$ cat config.mk
export PLATFORM = sky130hd
export DESIGN_NAME = annexb_to_length_prefixed_nal_core
export DESIGN_NICKNAME = d
export VERILOG_FILES = /design/src/rtl/anb2l_pkg.sv /design/src/rtl/anb2l_step.sv /design/src/rtl/anb2l_outq.sv /design/src/rtl/annexb_to_length_prefixed_nal_core.sv
export VERILOG_INCLUDE_DIRS = /design/src /design/src/rtl
export SDC_FILE = /design/constraint.sdc
export NUM_CORES = 1
export LEC_CHECK = 0
export BUFFER_PORTS_ARGS = -buffer_cell sky130_fd_sc_hd__buf_2
export CAP_MARGIN = 15
export CORE_ASPECT_RATIO = 1.5
export CORE_MARGIN = 3
export CORE_UTILIZATION = 35
export CTS_CLUSTER_SIZE = 12
export DETAILED_ROUTE_END_ITERATION = 6
export PLACE_DENSITY_LB_ADDON = 0.3
export SETUP_SLACK_MARGIN = 0.05
export SYNTH_ARGS = -nofsm -noshare
export SYNTH_HDL_FRONTEND = slang
export SYNTH_SLANG_ARGS = --single-unit
$ cat constraint.sdc
create_clock -name clock -period 10.1 [get_ports clock]
set_input_delay 0.505 -clock clock [delete_from_list [all_inputs] [get_ports clock]]
set_output_delay 0.505 -clock clock [all_outputs]
set_load 0.03 [all_outputs]
$ cat src/rtl/annexb_to_length_prefixed_nal_core_defines.svh
// Assertion macros shared by the Annex B to length-prefixed NAL RTL.
// No dependencies; the assertions drop out when SYNTHESIS is defined.
`ifndef ANNEXB_TO_LENGTH_PREFIXED_NAL_CORE_DEFINES_SVH
`define ANNEXB_TO_LENGTH_PREFIXED_NAL_CORE_DEFINES_SVH
`ifndef SYNTHESIS
// Same-cycle implication, disabled in reset.
`define ANB2L_ASSERT_NOW(label, clk, rst, ante, cons) \
   label: assert property (@(posedge clk) disable iff (rst) (ante) |-> (cons)) \
      else $error("assertion failed");
// Next-cycle implication, disabled in reset.
`define ANB2L_ASSERT_NEXT(label, clk, rst, ante, cons) \
   label: assert property (@(posedge clk) disable iff (rst) (ante) |=> (cons)) \
      else $error("assertion failed");
`else
`define ANB2L_ASSERT_NOW(label, clk, rst, ante, cons)
`define ANB2L_ASSERT_NEXT(label, clk, rst, ante, cons)
`endif
`endif

$ cat src/rtl/anb2l_pkg.sv
// Types and fixed constants for the Annex B to length-prefixed NAL converter.
// No dependencies.
`default_nettype none
package anb2l_pkg;
   localparam int TYPE_BITS    = 5;
   localparam int FRAME_BITS   = 26;
   localparam int CSR_ADDR_BITS = 3;
   localparam int CSR_DATA_BITS = 32;

   localparam logic [FRAME_BITS-1:0]    FRAME_MAX       = '1;
   localparam logic [CSR_DATA_BITS-1:0] DROP_MASK_RESET = 32'h0000_0380;
   localparam logic [7:0]               ZERO_BYTE       = 8'h00;
   localparam logic [7:0]               START_CODE_BYTE = 8'h01;
   localparam logic [2:0]               PREFIX_BYTES    = 3'd4;
   localparam logic [1:0]               HELD_FULL       = 2'd3;

   // Register index, taken from paddr above the byte lanes
   localparam logic CSR_IDX_DROP_MASK = 1'b0;

   typedef struct packed {
      logic [1:0]           held;
      logic                 in_nal;
      logic                 awaiting;
      logic                 keep;
      logic [TYPE_BITS-1:0] ctype;
   } nal_state_type;

   typedef struct packed {
      logic [2:0] zero_cnt;
      logic       byte_vld;
      logic       rec_vld;
      logic       rec_fe;
   } bundle_ctl_type;
endpackage
`default_nettype wire

$ cat src/rtl/anb2l_step.sv
// Per-byte parser step: start-code detection, NAL type filter, length and
// frame total update, and the bundle of results for one byte. Uses anb2l_pkg.
`default_nettype none
module anb2l_step #(
   parameter int LEN_BITS = 24
) (
   input  wire logic [7:0]                            data_byte,
   input  wire logic                                  frame_last,
   input  wire logic [anb2l_pkg::CSR_DATA_BITS-1:0]   drop_mask,
   input  wire anb2l_pkg::nal_state_type              st_cur,
   input  wire logic [LEN_BITS-1:0]                   len_cur,
   input  wire logic [anb2l_pkg::FRAME_BITS-1:0]      ftot_cur,
   output anb2l_pkg::nal_state_type                   st_nxt,
   output logic [LEN_BITS-1:0]                        len_nxt,
   output logic [anb2l_pkg::FRAME_BITS-1:0]           ftot_nxt,
   output anb2l_pkg::bundle_ctl_type                  bnd_ctl,
   output logic [LEN_BITS-1:0]                        bnd_len,
   output logic [anb2l_pkg::TYPE_BITS-1:0]            bnd_type,
   output logic [anb2l_pkg::FRAME_BITS-1:0]           bnd_fs
);
   localparam int SUM_BITS =
      ((LEN_BITS > anb2l_pkg::FRAME_BITS) ? LEN_BITS : anb2l_pkg::FRAME_BITS) + 2;

   anb2l_pkg::nal_state_type st_h;
   anb2l_pkg::nal_state_type st_m;
   logic [LEN_BITS-1:0]   len_h;
   logic                  is_sc;
   logic [2:0]            zeros_a;
   logic [2:0]            zeros_b;
   logic [2:0]            zeros_tot;
   logic                  byte_v;
   logic [2:0]            inc;
   logic [LEN_BITS:0]     len_sum;
   logic [LEN_BITS-1:0]   len_new;
   logic                  close_kept;
   logic [LEN_BITS-1:0]   close_len;
   logic [SUM_BITS-1:0]   ftot_sum;
   logic [anb2l_pkg::FRAME_BITS-1:0] ftot_new;

   always_comb begin
      // header byte opens the NAL
      st_h  = st_cur;
      len_h = len_cur;
      if (st_cur.awaiting) begin
         st_h.ctype    = data_byte[anb2l_pkg::TYPE_BITS-1:0];
         st_h.keep     = ~drop_mask[data_byte[anb2l_pkg::TYPE_BITS-1:0]];
         st_h.in_nal   = 1'b1;
         st_h.awaiting = 1'b0;
         st_h.held     = 2'd0;
         len_h         = '0;
      end

      is_sc   = (data_byte == anb2l_pkg::START_CODE_BYTE) && st_h.held[1];
      st_m    = st_h;
      zeros_a = 3'd0;
      byte_v  = 1'b0;
      if (data_byte == anb2l_pkg::ZERO_BYTE) begin
         if (st_h.held == anb2l_pkg::HELD_FULL) begin
            zeros_a = {2'b00, st_h.in_nal};
         end else begin
            st_m.held = st_h.held + 2'd1;
         end
      end else if (is_sc) begin
         st_m.in_nal   = 1'b0;
         st_m.keep     = 1'b0;
         st_m.awaiting = 1'b1;
         st_m.held     = 2'd0;
      end else begin
         if (st_h.in_nal) begin
            zeros_a = {1'b0, st_h.held};
            byte_v  = 1'b1;
         end
         st_m.held = 2'd0;
      end

      // frame end flushes held zeros into the open NAL
      zeros_b   = (frame_last && !is_sc && st_h.in_nal) ? {1'b0, st_m.held} : 3'd0;
      zeros_tot = zeros_a + zeros_b;
      inc       = zeros_tot + {2'b00, byte_v};
      len_sum   = {1'b0, len_h} + (LEN_BITS+1)'(inc);
      len_new   = len_sum[LEN_BITS] ? {LEN_BITS{1'b1}} : len_sum[LEN_BITS-1:0];

      close_kept = st_h.in_nal && st_h.keep && (is_sc || frame_last);
      close_len  = is_sc ? len_h : len_new;
      ftot_sum   = SUM_BITS'(ftot_cur) + SUM_BITS'(anb2l_pkg::PREFIX_BYTES)
                 + SUM_BITS'(close_len);
      if (!close_kept) begin
         ftot_new = ftot_cur;
      end else if (ftot_sum > SUM_BITS'(anb2l_pkg::FRAME_MAX)) begin
         ftot_new = anb2l_pkg::FRAME_MAX;
      end else begin
         ftot_new = ftot_sum[anb2l_pkg::FRAME_BITS-1:0];
      end

      bnd_ctl.zero_cnt = st_h.keep ? zeros_tot : 3'd0;
      bnd_ctl.byte_vld = byte_v && st_h.keep;
      bnd_ctl.rec_vld  = close_kept || frame_last;
      bnd_ctl.rec_fe   = frame_last;
      bnd_len  = close_kept ? close_len : '0;
      bnd_type = close_kept ? st_h.ctype : '0;
      bnd_fs   = frame_last ? ftot_new : '0;

      if (frame_last) begin
         st_nxt   = '0;
         len_nxt  = '0;
         ftot_nxt = '0;
      end else begin
         st_nxt   = st_m;
         len_nxt  = is_sc ? '0 : len_new;
         ftot_nxt = ftot_new;
      end
   end
endmodule
`default_nettype wire

$ cat src/rtl/anb2l_outq.sv
// Result register: holds the results of one byte and hands them out one per
// transaction (zeros, then the byte, then the record). Uses anb2l_pkg.
`default_nettype none
module anb2l_outq #(
   parameter int LEN_BITS = 24
) (
   input  wire logic                                clock,
   input  wire logic                                reset,
   input  wire logic                                load,
   input  wire anb2l_pkg::bundle_ctl_type           ctl_in,
   input  wire logic [7:0]                          byte_in,
   input  wire logic [LEN_BITS-1:0]                 len_in,
   input  wire logic [anb2l_pkg::TYPE_BITS-1:0]     type_in,
   input  wire logic [anb2l_pkg::FRAME_BITS-1:0]    fs_in,
   output logic                                     can_load,
   output logic                                     rsp_valid,
   input  wire logic                                rsp_stall,
   output logic                                     rsp_kind,
   output logic [7:0]                               rsp_out_byte,
   output logic [LEN_BITS-1:0]                      rsp_nal_length,
   output logic [anb2l_pkg::TYPE_BITS-1:0]          rsp_nal_kind_code,
   output logic                                     rsp_frame_end,
   output logic [anb2l_pkg::FRAME_BITS-1:0]         rsp_frame_size,
   output logic                                     rsp_last
);
   anb2l_pkg::bundle_ctl_type ctl_ff, ctl_in_nxt;
   logic [7:0]                          byte_ff;
   logic [LEN_BITS-1:0]                 len_ff;
   logic [anb2l_pkg::TYPE_BITS-1:0]     type_ff;
   logic [anb2l_pkg::FRAME_BITS-1:0]    fs_ff;
   logic                                zero_now;

   assign zero_now  = (ctl_ff.zero_cnt != 3'd0);
   assign rsp_valid = zero_now || ctl_ff.byte_vld || ctl_ff.rec_vld;
   assign rsp_last  = (ctl_ff.zero_cnt == 3'd1 && !ctl_ff.byte_vld && !ctl_ff.rec_vld)
                   || (!zero_now && ctl_ff.byte_vld && !ctl_ff.rec_vld)
                   || (!zero_now && !ctl_ff.byte_vld && ctl_ff.rec_vld);
   assign can_load  = !rsp_valid || (rsp_last && !rsp_stall);

   always_comb begin
      rsp_kind          = 1'b0;
      rsp_out_byte      = 8'h00;
      rsp_nal_length    = '0;
      rsp_nal_kind_code = '0;
      rsp_frame_end     = 1'b0;
      rsp_frame_size    = '0;
      if (zero_now) begin
         rsp_out_byte = anb2l_pkg::ZERO_BYTE;
      end else if (ctl_ff.byte_vld) begin
         rsp_out_byte = byte_ff;
      end else if (ctl_ff.rec_vld) begin
         rsp_kind          = 1'b1;
         rsp_nal_length    = len_ff;
         rsp_nal_kind_code = type_ff;
         rsp_frame_end     = ctl_ff.rec_fe;
         rsp_frame_size    = fs_ff;
      end
   end

   always_comb begin
      ctl_in_nxt = ctl_ff;
      if (load) begin
         ctl_in_nxt = ctl_in;
      end else if (rsp_valid && !rsp_stall) begin
         if (zero_now) begin
            ctl_in_nxt.zero_cnt = ctl_ff.zero_cnt - 3'd1;
         end else if (ctl_ff.byte_vld) begin
            ctl_in_nxt.byte_vld = 1'b0;
         end else begin
            ctl_in_nxt.rec_vld = 1'b0;
         end
      end
   end

   always_ff @(posedge clock) begin
      if (reset) begin
         ctl_ff <= '0;
      end else begin
         ctl_ff <= ctl_in_nxt;
      end
   end

   always_ff @(posedge clock) begin
      if (load) begin
         byte_ff <= byte_in;
         len_ff  <= len_in;
         type_ff <= type_in;
         fs_ff   <= fs_in;
      end
   end
endmodule
`default_nettype wire

$ cat src/rtl/annexb_to_length_prefixed_nal_core.sv
// Annex B to length-prefixed NAL converter, top level: CSR, parser state,
// step logic (anb2l_step) and result register (anb2l_outq). Uses anb2l_pkg.
//
//   channel  direction  handshake              payload
//   req      in         req_valid / req_stall  data_byte, frame_last
//   rsp      out        rsp_valid / rsp_stall  kind, out_byte, nal_length,
//                                              nal_kind_code, frame_end,
//                                              frame_size, last
//   csr      in/out     APB psel/penable       drop_type_mask at offset 0
//
// A byte is parsed in the cycle it is accepted and its results land in the
// result register at that edge. A byte yielding at most one result sustains
// one transaction per cycle while rsp_stall is low; a byte yielding more (up
// to five) occupies the result register, and the next byte waits, until its last is taken.
// Reset is synchronous: parser state clears, the drop mask returns to 0x380.
// rsp_stall holds the current result in place and raises req_stall while it lasts.
`default_nettype none
`include "annexb_to_length_prefixed_nal_core_defines.svh"
module annexb_to_length_prefixed_nal_core #(
   parameter int LEN_BITS = 24
) (
   input  wire logic                                clock,
   input  wire logic                                reset,
   // byte input
   input  wire logic                                req_valid,
   output logic                                     req_stall,
   input  wire logic [7:0]                          req_data_byte,
   input  wire logic                                req_frame_last,
   // result output
   output logic                                     rsp_valid,
   input  wire logic                                rsp_stall,
   output logic                                     rsp_kind,
   output logic [7:0]                               rsp_out_byte,
   output logic [LEN_BITS-1:0]                      rsp_nal_length,
   output logic [anb2l_pkg::TYPE_BITS-1:0]          rsp_nal_kind_code,
   output logic                                     rsp_frame_end,
   output logic [anb2l_pkg::FRAME_BITS-1:0]         rsp_frame_size,
   output logic                                     rsp_last,
   // configuration
   input  wire logic                                csr_psel,
   input  wire logic                                csr_penable,
   input  wire logic                                csr_pwrite,
   input  wire logic [anb2l_pkg::CSR_ADDR_BITS-1:0] csr_paddr,
   input  wire logic [anb2l_pkg::CSR_DATA_BITS-1:0] csr_pwdata,
   output logic [anb2l_pkg::CSR_DATA_BITS-1:0]      csr_prdata,
   output logic                                     csr_pready
);
   logic [anb2l_pkg::CSR_DATA_BITS-1:0] mask_ff, mask_in;
   anb2l_pkg::nal_state_type            st_ff, st_in;
   logic [LEN_BITS-1:0]                 len_ff, len_in;
   logic [anb2l_pkg::FRAME_BITS-1:0]    ftot_ff, ftot_in;

   anb2l_pkg::bundle_ctl_type           bnd_ctl;
   logic [LEN_BITS-1:0]                 bnd_len;
   logic [anb2l_pkg::TYPE_BITS-1:0]     bnd_type;
   logic [anb2l_pkg::FRAME_BITS-1:0]    bnd_fs;
   logic                                can_load;
   logic                                req_take;
   logic                                csr_sel_mask;
   logic                                st_clear;

   // CSR: single register, decoded on the word index above the byte lanes
   assign csr_pready   = 1'b1;
   assign csr_sel_mask = (csr_paddr[anb2l_pkg::CSR_ADDR_BITS-1] == anb2l_pkg::CSR_IDX_DROP_MASK);
   assign csr_prdata   = csr_sel_mask ? mask_ff : '0;
   assign mask_in      = (csr_psel && csr_penable && csr_pwrite && csr_sel_mask)
                       ? csr_pwdata : mask_ff;

   // accept a byte whenever the result register is free or frees this cycle
   assign req_stall = !can_load;
   assign req_take  = req_valid && can_load;

   anb2l_step #(
      .LEN_BITS (LEN_BITS)
   ) u_step (
      .data_byte  (req_data_byte),
      .frame_last (req_frame_last),
      .drop_mask  (mask_ff),
      .st_cur     (st_ff),
      .len_cur    (len_ff),
      .ftot_cur   (ftot_ff),
      .st_nxt     (st_in),
      .len_nxt    (len_in),
      .ftot_nxt   (ftot_in),
      .bnd_ctl    (bnd_ctl),
      .bnd_len    (bnd_len),
      .bnd_type   (bnd_type),
      .bnd_fs     (bnd_fs)
   );

   anb2l_outq #(
      .LEN_BITS (LEN_BITS)
   ) u_outq (
      .clock             (clock),
      .reset             (reset),
      .load              (req_take),
      .ctl_in            (bnd_ctl),
      .byte_in           (req_data_byte),
      .len_in            (bnd_len),
      .type_in           (bnd_type),
      .fs_in             (bnd_fs),
      .can_load          (can_load),
      .rsp_valid         (rsp_valid),
      .rsp_stall         (rsp_stall),
      .rsp_kind          (rsp_kind),
      .rsp_out_byte      (rsp_out_byte),
      .rsp_nal_length    (rsp_nal_length),
      .rsp_nal_kind_code (rsp_nal_kind_code),
      .rsp_frame_end     (rsp_frame_end),
      .rsp_frame_size    (rsp_frame_size),
      .rsp_last          (rsp_last)
   );

   // parser state advances only on an accepted byte
   always_ff @(posedge clock) begin
      if (reset) begin
         mask_ff <= anb2l_pkg::DROP_MASK_RESET;
         st_ff   <= '0;
         len_ff  <= '0;
         ftot_ff <= '0;
      end else begin
         mask_ff <= mask_in;
         if (req_take) begin
            st_ff   <= st_in;
            len_ff  <= len_in;
            ftot_ff <= ftot_in;
         end
      end
   end

   assign st_clear = (st_ff == '0) && (len_ff == '0) && (ftot_ff == '0);

   // a byte enters only when the pending results finish in the same cycle
   `ANB2L_ASSERT_NOW(a_take_frees, clock, reset, req_take && rsp_valid, rsp_last && !rsp_stall)
   // a frame-closing record is always the final result of its byte
   `ANB2L_ASSERT_NOW(a_fe_is_last, clock, reset, rsp_valid && rsp_frame_end, rsp_kind && rsp_last)
   // the frame's final byte returns the parser to its reset state
   `ANB2L_ASSERT_NEXT(a_frame_clear, clock, reset, req_take && req_frame_last, st_clear)
endmodule
`default_nettype wire

==> flow_metrics.py <==
metrics = {
    "status": {
        "status": "complete, no violations",
    },
    "floorplanning": {
        "dieHeight_um": 213,
        "dieArea_um2": 30800,
        "initial_utilization_pct": 35.7,
        "ioPinCount": 152,
        "die_w_um": 144,
        "coreArea_um2": 28200,
        "num_rows": 75,
    },
    "pwr": {
        "seqPwrFrac_pct": 48.3,
        "power.total_w": 0.00148,
        "clkPwrFrac_pct": 41.1,
        "power-per-cell-area_nw_per_um2": 128,
        "switching_power_w": 0.000404,
        "ir_worst_vdd_mv": 0.120,
        "power.internal_w": 0.00107,
        "comb_power_share_pct": 10.6,
        "switching_share_pct": 27.3,
        "p_leak_nw": 4.80,
    },
    "synthesis": {
        "synthCells": 1164,
        "synth_top_area_share_pct": 19.5,
        "netlist_area_um2": 10000,
        "synth_ff_type": "dfxtp_1",
        "synth_cell_type_count": 65,
        "synth_seq_cells": 161,
        "synth-seq-area-share_pct": 38.4,
        "async_flop_share_pct": 0,
        "synth_top_cells_by_area": "dfxtp_1, edfxtp_1, and2_1",
        "syn_nets": 1252,
        "synth_edf_count": 63,
        "ys_warn_count": 0,
        "synth_top_cell_by_area": "dfxtp_1",
        "syn_area_per_cell_um2": 8.62,
    },
    "timing": {
        "tns_ps": 0,
        "hold_violations": 0,
        "tightest_slew_ps": 983,
        "clock_skew_ps": 12.9,
        "timing.final.ws_setup_ps": 2350,
        "finalCritPeriodShare_pct": 76.8,
        "rsz0062_at_grt": "no",
        "drv_slew": 0,
        "setup-violations-final": 0,
        "min_period_ps": 7750,
        "relSlewSlack_pct": 34.5,
        "clock.fmax_ghz": 0.129,
    },
    "clock_tree": {
        "cts_tree": "done",
        "clkLatencyLatePin_ps": 450,
        "path_clk_slew_ps": 70,
        "ctsHoldBuffers": 0,
        "cts_resized": 0,
        "cts_sinks": 161,
        "cts_root_buf": "clkbuf_16",
        "clockBufferDepth": 2,
        "post_cts_buffers": 0,
        "cts_max_level": 4,
        "numCtsBuffers": 17,
    },
    "grt": {
        "grt_use_total_pct": 18.0,
        "grt_pass1_vias": 8602,
        "gr-total-overflow": 0,
        "grt_first_pass_wirelength_mm": 44.1,
        "antenna_found_initial": 0,
        "grt_max_degree": 64,
    },
    "critical_path": {
        "rrSetupSlack_ps": 2350,
        "cp-end-kind": "flop",
        "crit_fanout": 53,
        "r2r-start": "st_ff[6]$_SDFFE_PP0P_",
        "worstPathArrival_ps": 8090,
        "critical_path_required_ps": 10440,
        "endpoint": "ftot_ff[0]$_SDFFE_PP0P_",
        "start_kind": "flop",
        "startpoint": "st_ff[6]$_SDFFE_PP0P_",
        "rr_worst_depth": 26,
        "r2r-end": "ftot_ff[0]$_SDFFE_PP0P_",
        "path_class": "reg -> reg",
    },
    "cells_and_area": {
        "diodes": 0,
        "final_nets": 1359,
        "fin_area_um2": 11600,
        "drive_gt1_share_pct": 20.0,
        "synthToLayoutAreaGrowth_pct": 15.5,
    },
    "drt": {
        "firstDrtPassIters": 5,
        "ant_nets": 0,
        "route.detailed.drc": 0,
        "wire_per_inst_um": 16.8,
        "vias": 8907,
        "drt_first_iter_violations": 556,
        "viasPerCell": 5.46,
        "wl_mm": 27.4,
    },
    "flow_run": {
        "cap_violations": 0,
    },
    "placed_design": {
        "dpl_cell_area_um2": 11000,
        "portBuffers": 148,
        "routabilityCongestion": 0.872,
        "hpwl_mm": 19.5,
        "pre_cts_slack_ps": 2030,
    },
    "hold_path": {
        "hp-class": "in -> reg",
    },
}
[layout by cell type (no fill, tap or decap), types with 6 or more instances in the layout]
cell type | Yosys | layout
buf_2 | 10 | 148
nand2_1 | 127 | 127
a21oi_1 | 113 | 113
dfxtp_1 | 98 | 98
and2_1 | 94 | 94
nor2_1 | 93 | 93
nor2b_1 | 66 | 66
edfxtp_1 | 63 | 63
o21ai_0 | 60 | 60
xnor2_1 | 40 | 40
o221a_2 | 39 | 39
ha_1 | 34 | 34
a31oi_1 | 24 | 24
nand3_1 | 23 | 23
buf_4 | 3 | 20
inv_1 | 20 | 19
clkbuf_16 | 0 | 17
nor3_1 | 15 | 15
nand4_1 | 15 | 15
and3_1 | 15 | 15
xor2_1 | 14 | 14
a21o_1 | 13 | 13
a22oi_1 | 12 | 12
a211oi_1 | 10 | 10
o211ai_1 | 8 | 8
mux4_2 | 8 | 8
nand2b_1 | 6 | 6
inv_6 | 0 | 6
[cell families after synthesis]
group           Yosys count  share of synthesized area, %
simple gates            488                          25.1
compound gates          307                          20.5
flops                   161                          38.4
buf+inv                 102                          4.05
xor+xnor                 54                          4.71
fa+ha+maj                37                          4.84
mux                      14                          2.42
other cells               1                        0.0374
[worst min path at each step]
stage                      startpoint                          end  depth (start not counted)
6_report             req_data_byte[6]  u_outq.byte_ff[6]$_DFFE_PP_                          1
5_1_grt              req_data_byte[6]  u_outq.byte_ff[6]$_DFFE_PP_                          1
4_1_cts              req_data_byte[6]  u_outq.byte_ff[6]$_DFFE_PP_                          1
3_5_place_dp   len_ff[0]$_SDFFE_PP0P_       len_ff[0]$_SDFFE_PP0P_                          2
3_3_place_gp   len_ff[0]$_SDFFE_PP0P_       len_ff[0]$_SDFFE_PP0P_                          2
2_1_floorplan  len_ff[0]$_SDFFE_PP0P_       len_ff[0]$_SDFFE_PP0P_                          2
[state kept, by name, summed over array words and instances, names as in the netlist, 6 cells and up]
signal,count
ftot_ff,26
u_outq.fs_ff,26
mask_ff,32
u_outq.len_ff,24
len_ff,24
st_ff,10
u_outq.ctl_ff,6
u_outq.byte_ff,8
[synthesized netlist by cell type, types with 2 or more instances]
cell type	n
xor2_1	14
nand4_1	15
buf_2	10
o221a_1	2
o21ai_0	60
inv_1	20
o21bai_1	3
xnor2_1	40
a22oi_1	12
or3_1	5
o221a_2	39
fa_1	3
o2111ai_1	3
o21a_1	4
nand3_1	23
ha_1	34
a21o_1	13
and3_1	15
and2_1	94
a31oi_1	24
buf_4	3
nand2_1	127
mux2_2	2
and4_1	5
nor3_1	15
nand2b_1	6
dfxtp_1	98
mux4_2	8
or2_2	4
a211oi_1	10
mux2i_1	4
o211ai_1	8
clkbuf_1	67
nand4b_1	3
and4b_1	3
edfxtp_1	63
nor4_1	4
nor2_1	93
a21oi_1	113
nor2b_1	66
nand3b_1	5
[worst max-delay path: stages (launching register included)]
cell	delay, ps
dfxtp_1	340
buf_4	480
inv_1	330
a211oi_1	500
and2_1	220
fa_1	460
ha_1	340
inv_1	70
fa_1	420
nor2b_1	240
o2111ai_1	230
nor4_1	230
buf_4	190
nand2_1	50
buf_4	220
a21oi_1	150
nor2_1	50
a31oi_1	290
ha_1	360
a21oi_1	320
nand3b_1	130
o2111ai_1	360
a21oi_1	190
o41ai_4	420
o311ai_4	150
or2_2	500
o221a_1	310
[routing by layer]
layer	up-vias	global-route usage, %	routed length, um
met5	-	0	0
met4	0	7.82	850
met3	58	3.57	1400
li1	4385	-	-
met2	279	31.9	14000
met1	4185	20.8	11100
[through the flow]
step	std cells	utilization (%)	hold slack, ps
floorplan	1164	-	427
global placement	1597	39.2	434
detailed placement	1597	39.2	447
CTS	1629	41.1	219
global route	1630	41.2	225
finish	1630	41.2	246
[area by class of cell]
| cell class | instances | area (um^2) |
|---|---|---|
| well taps | 346 | 433 |
| clock buffers | 20 | 447 |
| inverters | 21 | 80.1 |
| fillers | 2896 | 16600 |
| repair buffers | 169 | 906 |
| multi-input cells | 901 | 5780 |
| clock inverters | 12 | 95.1 |
| flip-flops and latches | 161 | 3850 |
[power by group through the flow]
stage                     Combinational [W]  Sequential [W]  Clock [W]
after floorplan                    0.000106        0.000728          0
after global placement             0.000158        0.000729          0
after detailed placement           0.000159        0.000729          0
after CTS                          0.000159        0.000715   0.000628
after global routing               0.000172        0.000717   0.000651
final                              0.000156        0.000715   0.000608
(Power assumes the default switching activity.)
